--- src/hw/rtl/rlpc_pkg.sv ---
`timescale 1ns / 1ps

package rlpc_pkg;

  // Palette geometry
  localparam int PALETTE_DEPTH = 32;
  localparam int CNT_W         = $clog2(PALETTE_DEPTH + 1);
  localparam int IDX_W         = $clog2(PALETTE_DEPTH);

  // Level thresholds
  localparam logic [7:0] LVL_NODATA  = 8'd0;
  localparam logic [7:0] LVL_BLANK   = 8'd254;
  localparam logic [7:0] LVL_DIM     = 8'd255;
  localparam logic [7:0] LVL_RAMP_LO = 8'd80;
  localparam logic [7:0] LVL_RAMP_HI = 8'd155;

  // Division by the ramp width of 75 as multiply by ceil(2^22 / 75), shift by 22.
  // Exact for every ramp offset below 75 and every count up to 256.
  localparam int LVL_OFS_W   = 7;
  localparam int RECIP_W     = 16;
  localparam int RECIP_SHIFT = 22;
  localparam logic [RECIP_W-1:0] RECIP = 16'd55925;
  localparam int SCALE_W     = CNT_W + RECIP_W;
  localparam int PROD_W      = LVL_OFS_W + SCALE_W;
  localparam int QUO_W       = PROD_W - RECIP_SHIFT;

  // Operation codes
  localparam logic OP_PIXEL = 1'b0;
  localparam logic OP_LOAD  = 1'b1;

  // Configuration register indexes
  localparam int CFG_IDX_W = 2;
  localparam logic [CFG_IDX_W-1:0] CFG_WATER = 2'd0;
  localparam logic [CFG_IDX_W-1:0] CFG_LAND  = 2'd1;
  localparam logic [CFG_IDX_W-1:0] CFG_ROAD  = 2'd2;
  localparam logic [CFG_IDX_W-1:0] CFG_LABEL = 2'd3;

  typedef struct packed {
    logic       operation;
    logic       row_start;
    logic [7:0] red_in;
    logic [7:0] green_in;
    logic [7:0] blue_in;
    logic [7:0] level;
    logic [7:0] water_mask;
    logic [7:0] road_mask;
    logic [7:0] name_mask;
  } in_item_t;

  typedef struct packed {
    logic [7:0] overlay_red;
    logic [7:0] overlay_green;
    logic [7:0] overlay_blue;
    logic [7:0] plain_red;
    logic [7:0] plain_green;
    logic [7:0] plain_blue;
  } out_item_t;

  // Palette load command from the stage to the palette store
  typedef struct packed {
    logic        en;
    logic        row_start;
    logic [23:0] color;
  } pal_load_t;

  // Dim one channel by a quarter
  function automatic logic [7:0] dim_channel(input logic [7:0] c);
    return c - {2'b00, c[7:2]};
  endfunction

endpackage

--- src/hw/rtl/radar_level_palette_colorizer_core.sv ---
`timescale 1ns / 1ps

// Channel   Ports                               Beat
// -------   ---------------------------------   ---------------------------------
// in        in_valid  in_ready  in_data         one palette load or one pixel
// out       out_valid out_ready out_data        overlay and plain colour, pixels only
// cfg       cfg_we    cfg_index cfg_data        one 24-bit overlay colour register
//
// One beat enters a stage register, passes combinational work (palette read, scale
// multiply, mask select, dimming) and lands in the result register, one beat per cycle
// sustained while results are taken. A load commits to the palette as it leaves the
// stage and yields no result. Reset (rst_n, synchronous, active low) clears the palette
// count, the previous load colour and the overlay colours, not the palette entries.
// A stalled result holds the stage only under a pixel.

module radar_level_palette_colorizer_core (
  input  logic                               clk,
  input  logic                               rst_n,
  input  logic                               in_valid,
  output logic                               in_ready,
  input  rlpc_pkg::in_item_t                 in_data,
  output logic                               out_valid,
  input  logic                               out_ready,
  output rlpc_pkg::out_item_t                out_data,
  input  logic                               cfg_we,
  input  logic [rlpc_pkg::CFG_IDX_W-1:0]     cfg_index,
  input  logic [23:0]                        cfg_data
);

  // Overlay colour registers
  logic [23:0] water_r, land_r, road_r, label_r;

  // Stage and result registers
  logic                s_vld_r, s_vld_nxt;
  rlpc_pkg::in_item_t  s_r;
  logic                o_vld_r, o_vld_nxt;
  rlpc_pkg::out_item_t o_r;

  // Handshake control
  logic o_free;
  logic s_is_load;
  logic s_adv;
  logic in_acc;

  // Palette interface
  rlpc_pkg::pal_load_t          pal_wr;
  logic [rlpc_pkg::IDX_W-1:0]   rd_idx;
  logic [23:0]                  rd_color;
  logic [rlpc_pkg::CNT_W-1:0]   count;
  logic [rlpc_pkg::SCALE_W-1:0] scale;

  // Pixel datapath
  logic                          nodata;
  logic [rlpc_pkg::LVL_OFS_W-1:0] lvl_ofs;
  logic [rlpc_pkg::PROD_W-1:0]   prod;
  logic [rlpc_pkg::QUO_W-1:0]    quo;
  logic [rlpc_pkg::CNT_W-1:0]    cnt_m1;
  logic [rlpc_pkg::CNT_W-1:0]    idx_full;
  logic [23:0]                   ov_col, pl_col;
  rlpc_pkg::out_item_t           res;

  // Configuration writes
  always_ff @(posedge clk) begin
    if (!rst_n) begin
      water_r <= '0;
      land_r  <= '0;
      road_r  <= '0;
      label_r <= '0;
    end else if (cfg_we) begin
      unique case (cfg_index)
        rlpc_pkg::CFG_WATER: water_r <= cfg_data;
        rlpc_pkg::CFG_LAND:  land_r  <= cfg_data;
        rlpc_pkg::CFG_ROAD:  road_r  <= cfg_data;
        rlpc_pkg::CFG_LABEL: label_r <= cfg_data;
        default: ;
      endcase
    end
  end

  // Advance the stage when it holds a load, or a pixel with room downstream
  always_comb begin
    o_free    = !o_vld_r || out_ready;
    s_is_load = (s_r.operation == rlpc_pkg::OP_LOAD);
    s_adv     = s_vld_r && (s_is_load || o_free);
    in_ready  = !s_vld_r || s_adv;
    in_acc    = in_valid && in_ready;

    s_vld_nxt = s_vld_r;
    if (in_acc) begin
      s_vld_nxt = 1'b1;
    end else if (s_adv) begin
      s_vld_nxt = 1'b0;
    end

    o_vld_nxt = o_vld_r;
    if (s_adv && !s_is_load) begin
      o_vld_nxt = 1'b1;
    end else if (out_ready) begin
      o_vld_nxt = 1'b0;
    end
  end

  // A load commits exactly once, as it leaves the stage
  assign pal_wr.en        = s_vld_r && s_is_load;
  assign pal_wr.row_start = s_r.row_start;
  assign pal_wr.color     = {s_r.red_in, s_r.green_in, s_r.blue_in};

  rlpc_palette u_palette (
    .clk      (clk),
    .rst_n    (rst_n),
    .wr       (pal_wr),
    .rd_idx   (rd_idx),
    .rd_color (rd_color),
    .count    (count),
    .scale    (scale)
  );

  // Palette index: ramp from level 80 to 154 over the loaded entries
  always_comb begin
    nodata  = (s_r.level == rlpc_pkg::LVL_NODATA) || (s_r.level >= rlpc_pkg::LVL_BLANK);
    lvl_ofs = rlpc_pkg::LVL_OFS_W'(s_r.level - rlpc_pkg::LVL_RAMP_LO);
    prod    = rlpc_pkg::PROD_W'(lvl_ofs) * rlpc_pkg::PROD_W'(scale);
    quo     = prod[rlpc_pkg::PROD_W-1:rlpc_pkg::RECIP_SHIFT];
    cnt_m1  = count - rlpc_pkg::CNT_W'(1);

    if (s_r.level < rlpc_pkg::LVL_RAMP_LO) begin
      idx_full = '0;
    end else if (s_r.level >= rlpc_pkg::LVL_RAMP_HI) begin
      idx_full = cnt_m1;
    end else if (quo >= rlpc_pkg::QUO_W'(count)) begin
      idx_full = cnt_m1;
    end else begin
      idx_full = rlpc_pkg::CNT_W'(quo);
    end
    rd_idx = idx_full[rlpc_pkg::IDX_W-1:0];
  end

  // Colour select: masks for no-data levels, palette otherwise, black for an empty palette, dimmed at LVL_DIM
  always_comb begin
    if (nodata) begin
      pl_col = '0;
      if (s_r.name_mask != 8'd0) begin
        ov_col = label_r;
      end else if (s_r.road_mask != 8'd0) begin
        ov_col = road_r;
      end else if (s_r.water_mask != 8'd0) begin
        ov_col = land_r;
      end else begin
        ov_col = water_r;
      end
    end else if (count == '0) begin
      pl_col = '0;
      ov_col = '0;
    end else begin
      pl_col = rd_color;
      ov_col = rd_color;
    end

    res.plain_red   = pl_col[23:16];
    res.plain_green = pl_col[15:8];
    res.plain_blue  = pl_col[7:0];
    if (s_r.level == rlpc_pkg::LVL_DIM) begin
      res.overlay_red   = rlpc_pkg::dim_channel(ov_col[23:16]);
      res.overlay_green = rlpc_pkg::dim_channel(ov_col[15:8]);
      res.overlay_blue  = rlpc_pkg::dim_channel(ov_col[7:0]);
    end else begin
      res.overlay_red   = ov_col[23:16];
      res.overlay_green = ov_col[15:8];
      res.overlay_blue  = ov_col[7:0];
    end
  end

  always_ff @(posedge clk) begin
    if (!rst_n) begin
      s_vld_r <= 1'b0;
      o_vld_r <= 1'b0;
    end else begin
      s_vld_r <= s_vld_nxt;
      o_vld_r <= o_vld_nxt;
    end
  end

  // Payload registers: stage captures on accept, result on a pixel advancing, hold otherwise
  always_ff @(posedge clk) begin
    if (in_acc) begin
      s_r <= in_data;
    end
    if (s_adv && !s_is_load) begin
      o_r <= res;
    end
  end

  assign out_valid = o_vld_r;
  assign out_data  = o_r;

`ifndef SYNTHESIS
  // A pixel waiting on a stalled result must block the input
  a_pixel_blocks: assert property (@(posedge clk) disable iff (!rst_n)
    s_vld_r && !s_is_load && o_vld_r && !out_ready |-> !in_ready)
    else $error("input accepted while a pixel is held behind a stalled result");

  // A load never raises a result
  a_load_no_result: assert property (@(posedge clk) disable iff (!rst_n)
    s_vld_r && s_is_load && !(o_vld_r && !out_ready) |=> !out_valid)
    else $error("load produced a result beat");

  // Palette count stays within the store
  a_count_bound: assert property (@(posedge clk) disable iff (!rst_n)
    count <= rlpc_pkg::CNT_W'(rlpc_pkg::PALETTE_DEPTH))
    else $error("palette count beyond depth");

  // Index stays below the count whenever a ramp level reads the palette
  a_idx_bound: assert property (@(posedge clk) disable iff (!rst_n)
    s_vld_r && !s_is_load && !nodata && (count != '0) |-> idx_full < count)
    else $error("palette index beyond loaded entries");
`endif

endmodule

--- src/hw/rtl/rlpc_palette.sv ---
`timescale 1ns / 1ps

module rlpc_palette (
  input  logic                               clk,
  input  logic                               rst_n,
  input  rlpc_pkg::pal_load_t                wr,
  input  logic [rlpc_pkg::IDX_W-1:0]         rd_idx,
  output logic [23:0]                        rd_color,
  output logic [rlpc_pkg::CNT_W-1:0]         count,
  output logic [rlpc_pkg::SCALE_W-1:0]       scale
);

  logic [23:0]                  pal_r [rlpc_pkg::PALETTE_DEPTH];
  logic [rlpc_pkg::CNT_W-1:0]   cnt_r, cnt_nxt;
  logic [rlpc_pkg::SCALE_W-1:0] scale_r, scale_nxt;
  logic [23:0]                  prev_r, prev_nxt;
  logic [rlpc_pkg::CNT_W-1:0]   wr_pos;
  logic                         append;
  logic                         do_wr;

  always_comb begin
    wr_pos   = wr.row_start ? '0 : cnt_r;
    append   = wr.row_start || (wr.color != prev_r);
    do_wr    = wr.en && append && (wr_pos < rlpc_pkg::CNT_W'(rlpc_pkg::PALETTE_DEPTH));
    cnt_nxt  = cnt_r;
    prev_nxt = prev_r;
    if (wr.en) begin
      prev_nxt = wr.color;
      if (wr.row_start) begin
        cnt_nxt = '0;
      end
      if (do_wr) begin
        cnt_nxt = wr_pos + rlpc_pkg::CNT_W'(1);
      end
    end
    // Precompute count / 75 in fixed point so the pixel path has one multiply
    scale_nxt = rlpc_pkg::SCALE_W'(cnt_nxt) * rlpc_pkg::SCALE_W'(rlpc_pkg::RECIP);
  end

  always_ff @(posedge clk) begin
    if (!rst_n) begin
      cnt_r   <= '0;
      scale_r <= '0;
      prev_r  <= '0;
    end else begin
      cnt_r   <= cnt_nxt;
      scale_r <= scale_nxt;
      prev_r  <= prev_nxt;
    end
  end

  always_ff @(posedge clk) begin
    if (do_wr) begin
      pal_r[wr_pos[rlpc_pkg::IDX_W-1:0]] <= wr.color;
    end
  end

  assign rd_color = pal_r[rd_idx];
  assign count    = cnt_r;
  assign scale    = scale_r;

endmodule

--- config.mk ---
export PLATFORM = sky130hd
export DESIGN_NAME = radar_level_palette_colorizer_core
export DESIGN_NICKNAME = d
export VERILOG_FILES = /design/src/hw/rtl/rlpc_pkg.sv /design/src/hw/rtl/radar_level_palette_colorizer_core.sv /design/src/hw/rtl/rlpc_palette.sv
export SDC_FILE = /design/constraint.sdc
export NUM_CORES = 2
export LEC_CHECK = 0
export BUFFER_PORTS_ARGS = -buffer_cell sky130_fd_sc_hd__buf_2
export CELL_PAD_IN_SITES_DETAIL_PLACEMENT = 1
export CELL_PAD_IN_SITES_GLOBAL_PLACEMENT = 2
export CORE_ASPECT_RATIO = 1.5
export CORE_UTILIZATION = 44
export DETAILED_ROUTE_END_ITERATION = 12
export PLACE_DENSITY_LB_ADDON = 0.15
export SLEW_MARGIN = 30
export SYNTH_ARGS = -nofsm -noshare
export SYNTH_HDL_FRONTEND = slang
export SYNTH_SLANG_ARGS = --single-unit
--- constraint.sdc ---
create_clock -name clk -period 13.9 [get_ports clk]
set_input_delay 0 -clock clk [delete_from_list [all_inputs] [get_ports clk]]
set_output_delay 0 -clock clk [all_outputs]
set_load 0.02 [all_outputs]
# [After elaboration in Yosys (flattened, before gate mapping)]
# Memories as Yosys holds them, arrays and structs flattened.
# Cells that the tools add are included.
[word_totals] reg_bits=256 ram_bits=768 out_inout_bits=50 n_memories=1
[mem_list] memory="u_palette.pal_r" depth=32 width=24 rd=1 rd_ports_with_merged_regs=0 wr=1 line_no="rlpc_palette.sv:13" text="logic [23:0] pal_r [rlpc_pkg::PALETTE_DEPTH];"
[op_classes] n_addsub=6 mul=2 magnitude_cmp=5 n_eq_ne=5 muxes=18 reduce_logical=26
[ops] operator="two-way mux 24 bit" count=6
[ops] operator="multiplier 7 x 22 -> 29 bit" count=1
[ops] operator="inequality test 24 bit" count=1
[ops] operator="nonzero test 8 bit" count=3
[ops] operator="subtractor 8 x 6 -> 8 bit" count=3
[ops] operator="multiplier 6 x 16 -> 22 bit (second input constant)" count=1
[ops] operator="two-way mux 6 bit" count=3
[ops] operator="greater-or-equal comparator 8 bit (second input constant)" count=2
[ops] operator="two-way mux 5 bit" count=3
[ops] operator="equality test 8 bit (second input constant)" count=1
[ops] operator="zero test 8 bit" count=1
[ops] operator="< comparator 8 x 7 -> 1 bit (second input constant)" count=1
[ops] operator="AND reduction 2 bit" count=4
[ops] operator="greater-or-equal comparator 7 x 6 -> 1 bit" count=1
[ops] operator="subtractor 7 bit (second input constant)" count=1
[ops] operator="adder 6 x 1 -> 6 bit (second input constant)" count=1
[ops] operator="logical AND 1 bit" count=6
[ops] operator="zero test 6 bit" count=1
[ops] operator="< comparator 6 bit (second input constant)" count=1
[ops] operator="two-way mux 1 bit" count=6
[ops] operator="logical OR 1 bit" count=5
[ops] operator="subtractor 5 x 1 -> 5 bit (second input constant)" count=1
[ops] operator="equality test 2 bit (second input constant)" count=2
[ops] operator="nonzero test 2 bit" count=2
[ops] operator="3 further kinds" count=5

# [Longest topological paths before layout]
# An unclocked memory read counts as a cell.
[depth] depth_word=11 depth_mapped=48

# [Modules after synthesis]
# Synthesis repeated with hierarchy kept, for this count alone.
[hier_totals] cells_unflattened=2965 hier_area_um2=46626.0
[by_module_without_submodules] mod="rlpc_palette" instances=1 cells_per_inst=1524 area_per_inst_um2=32870.3 seq_area_each_um2=24063.1
[by_module_without_submodules] mod="radar_level_palette_colorizer_core" instances=1 cells_per_inst=1441 area_per_inst_um2=13755.7 seq_area_each_um2=5144.9

# [Worst setup path before layout]
# OpenSTA, ideal clock, no wires.
[synth_timing] path_type="reg2reg" from="register s_r[28] (netlist bit)" to="register o_r, in the netlist out_data[31] (data pin)" setup_ps=271 arrival_time_ps=9663 t_required_ps=13629 slack_ps=3966 path_stages_with_launch=45 path_buffers=5 synth_period_minus_slack_ps=9934 path_cell_list="edfxtp_1 -> clkbuf_1 -> inv_1 -> ha_1 -> xnor2_1 -> clkbuf_1 -> nand2_1 -> fa_1 -> inv_1 -> fa_1 -> fa_1 -> inv_1 -> fa_1 -> inv_1 -> ha_1 -> a211oi_2 -> o21bai_2 -> nor4_4 -> [9 not listed] -> nand2_2 -> o21ai_2 -> buf_4 -> buf_2 -> buf_4 -> mux2i_1 -> mux2i_1 -> o211ai_1 -> nand2_1 -> a211oi_2 -> ha_1 -> nor2b_1 -> o21ai_0 -> nand2b_1 -> a21o_1 -> a21o_1 -> a2111oi_0 -> xnor2_1"
[synth_rtl] item="from (decl)" line_no="radar_level_palette_colorizer_core.sv:35" text="rlpc_pkg::in_item_t s_r;"
[synth_rtl] item="from (signal assigned)" line_no="radar_level_palette_colorizer_core.sv:186" text="s_r <= in_data;"
[synth_rtl] item="to (signal assigned)" line_no="radar_level_palette_colorizer_core.sv:189" text="o_r <= res;"
[synth_rtl] item="to (decl)" line_no="radar_level_palette_colorizer_core.sv:37" text="rlpc_pkg::out_item_t o_r;"

==> metrics.md <==
| Metric | Value |
|---|---|
| Largest area contributor in the netlist | `edfxtp_1` |
| Worst path most repeated cell | `inv_1` |
| Stages on worst setup path | `39` |
| Reg2reg path depth | `39` |
| Overflow left after global routing | `0` |
| Main flop type after synthesis | `edfxtp_1` |
| Clock Tree Root | `clkbuf_16` |
| RSZ-0062 raised after global routing | `false` |
| Post-route ant nets | `0` |
| Die Height | `406 um` |
| Power per Cell Area | `123 nW/um^2` |
| Yosys warning total | `0` |
| Synth cell types | `95` |
| Most frequent cells in the layout | `edfxtp_1 (874), nand2_1 (801), inv_1 (246)` |
| Post-DP HPWL | `102 mm` |
| I/O pin count | `139` |
| Status | `complete, no violations` |
| Clk_lat worst skew | `0.72 ns` |
| ANT cells | `0` |
| VDD IR max | `0.107 mV` |
| CP max FO | `24` |
| Sequential element share of the synthesized area | `61.1%` |
| Sum Neg Setup Slack | `0 ns` |
| Drt total wl | `156 mm` |
| Rel. slew slack | `28.7%` |
| Mapped Cells | `3910` |
| Synth top area share | `54.9%` |
| CTS max path bufs | `3` |
| Largest delay share family, worst path | `compound AO/OA/AOI/OAI gates` |
| Iteration-0 DRC Markers | `roughly 2200` |
| Tightest Hold Check Type | `in2reg` |
| Total Power | `between 6 and 7 mW` |
| Tcrit/Tclk final | `93.6%` |
| Slew @ Worst Pin | `1.07 ns` |
| Worst hold stages | `2` |
| Vias in the first global route | `34600` |
| Max cap viols | `0` |
| Inserted Clock Buffers | `99` |
| Share of cells above drive strength 1 | `11.8%` |
| Mapped Area | `47800 sq um` |
| Final Hold Slack | `0.0325 ns` |
| Rows | `147` |
| CP Data Required Time | `14.34 ns` |
| GRT Resource Usage Total | `28.4%` |
| Final Max Tran Viols | `0` |
| Clk slew on worst S/H paths | `0.07 ns` |
| CP Launch Type | `register` |
| Die W | `roughly 270 um` |
| First-pass GRT wire length | `228 mm` |
| Sw frac | `about a quarter` |
| Largest net degree at the start of global routing | `96` |
| Number of port buffers | `138` |
| Net count, final | `4557` |
| Final setup violation count | `0` |
| Final Hold Vio Count | `0` |
| Die area | `110000 sq um` |
| Crit path capture type | `register` |
| WL per Instance | `27.2 um` |
| Combinational share of power | `a little under an eighth` |
| Flop pwr share | `49.9%` |
| Leak | `21.0 nW` |
| Crit Path Class | `reg2reg` |
| CTS tree | `built` |
| Mapped Nets | `between 4000 and 5000` |
| Clk sink count | `between 1000 and 1500` |
| Number of synthesized register bits | `1022` |
| Most common cell after layout, fill and taps aside | `edfxtp_1` |
| Tmin final | `~13 ns` |
| Crit path largest cell delay | `around 0.95 ns` |
| Sw power | `~1.7 mW` |
| EDFF count, synth | `874` |
| Drt pass-1 iters | `7` |
| Worst path bufs/invs | `6` |
| Core Region | `107000 sq um` |
| Gpl congestion | `0.829` |
| Vias per Instance | `5.68` |
| Initial Util | `44.5%` |
| H-tree Lvls | `3` |
| Initial antenna violation count | `2` |
| CP max stage cell | `ha_1` |
| Fraction of registers with async set or reset after synthesis | `0%` |
| Syn avg cell area | `12.2 sq um` |
| Synth area leaders | `edfxtp_1 (55%), nand2_1 (6.3%), dfxtp_1 (6.2%)` |
| Clk_skew | `0.0342 ns` |
| P&R area growth vs syn | `15.4%` |
| Via count | `32500` |
| Maximum clock frequency | `0.0769 GHz` |
| Clock Power Share | `about two fifths` |
| DR DRC count | `0` |
| Int Power | `~5.0 mW` |
| WP data arrival | `13.44 ns` |
[cells in the mapped netlist, drive strengths merged (6+ instances only)]
master / instances
nand2b: 22
clkbuf: 84
a21oi: 221
a21o: 25
a2111oi: 6
and3: 22
ha: 120
nor2b: 40
o21bai: 6
a31oi: 15
xnor2: 24
a2bb2oi: 6
and2: 46
a31o: 7
nand4: 22
mux2i: 237
fa: 122
or2: 12
o21ai: 81
o22ai: 11
edfxtp: 874
o211a: 8
nor4: 17
and4: 11
o21a: 7
inv: 247
nand3: 132
nor3: 19
o211ai: 28
o2111ai: 12
xor2: 39
nand2: 802
nor2: 130
a32oi: 47
dfxtp: 148
a221oi: 10
buf: 109
a211oi: 69
[worst register-to-register path, delay by kind of cell (launching register included)]
| kind | cells | cell delay [ns] |
|---|---|---|
| compound gates | 14 | 3.95 |
| fa+ha+maj | 8 | 3.83 |
| simple gates | 9 | 2.84 |
| buf+inv | 6 | 0.92 |
| flops | 1 | 0.89 |
| xor+xnor | 2 | 0.32 |
[cell type report]
cell class / instances / area (sq um)
clock inverter: 51 / 462
multi-input combinational: 2448 / 17000
tap: 1415 / 1770
sequential: 1022 / 29200
fill: 11100 / 52200
timing repair buffer: 408 / 3200
clock buffer: 131 / 2640
inverter: 247 / 930
[registers in the layout (all words and copies together), names as in the netlist]
register and cells:
u_palette.pal_r 768, pal_wr 25, u_palette.prev_r 24, road_r 24, out_data 48, s_vld_r 1
out_valid 1, land_r 24, label_r 24, water_r 24, s_r 32, u_palette.scale 22
s_is_load 1, u_palette.count 4
[kinds of logic after synthesis]
logic type      share of synthesized area, %
buf+inv                                 3.93
mux                                     5.06
xor+xnor                                1.15
compound gates                          8.62
fa+ha+maj                               8.24
flops                                   61.1
simple gates                            11.9
[metrics by stage]
stage / area, sq um / cells / setup WS (ns) / util, %
global placement: 50600 / 5400 / 1.02 / 47.1
detailed placement: 50700 / 5404 / 1.01 / 47.2
floorplan: 47800 / 3910 / 3.97 / -
global route: 55200 / 5722 / 0.215 / 51.4
CTS: 55200 / 5722 / 0.902 / 51.4
finish: 55200 / 5722 / 0.893 / 51.4
[timing repair]
action / CTS / global route
hold endpoints to repair: 175 / 0
setup buffers: 0 / 0
hold buffers: 136 / 0
gates resized for setup: 0 / 0
[routing by layer]
metal / GRT usage, % / share of wire (%) / vias up
met5: 0 / 0 / -
met4: 13.4 / 4.7 / 0
met3: 2.91 / 3.8 / 261
met2: 52.7 / 53 / 830
met1: 32.5 / 39 / 16800
li1: - / - / 14600
[power groups by stage]
stage	Sequential (mW)	Combinational [mW]	Clock, mW
after CTS	3.38	0.765	2.67
after detailed placement	3.45	0.731	0
after global placement	3.45	0.719	0
final	3.38	0.764	2.64
after global routing	3.38	0.819	2.78
after floorplan	3.46	0.431	0
[final timing paths]
path	start	end	slack (ns)
worst max register to register	s_r[28]	out_data[31]	0.89
worst min register to register	road_r[18]	road_r[18]	0.45
worst min-delay path	in_data[40]	pal_wr[8]	0.03
worst max-delay path	s_r[28]	out_data[31]	0.89
(Power assumes the default switching activity.)
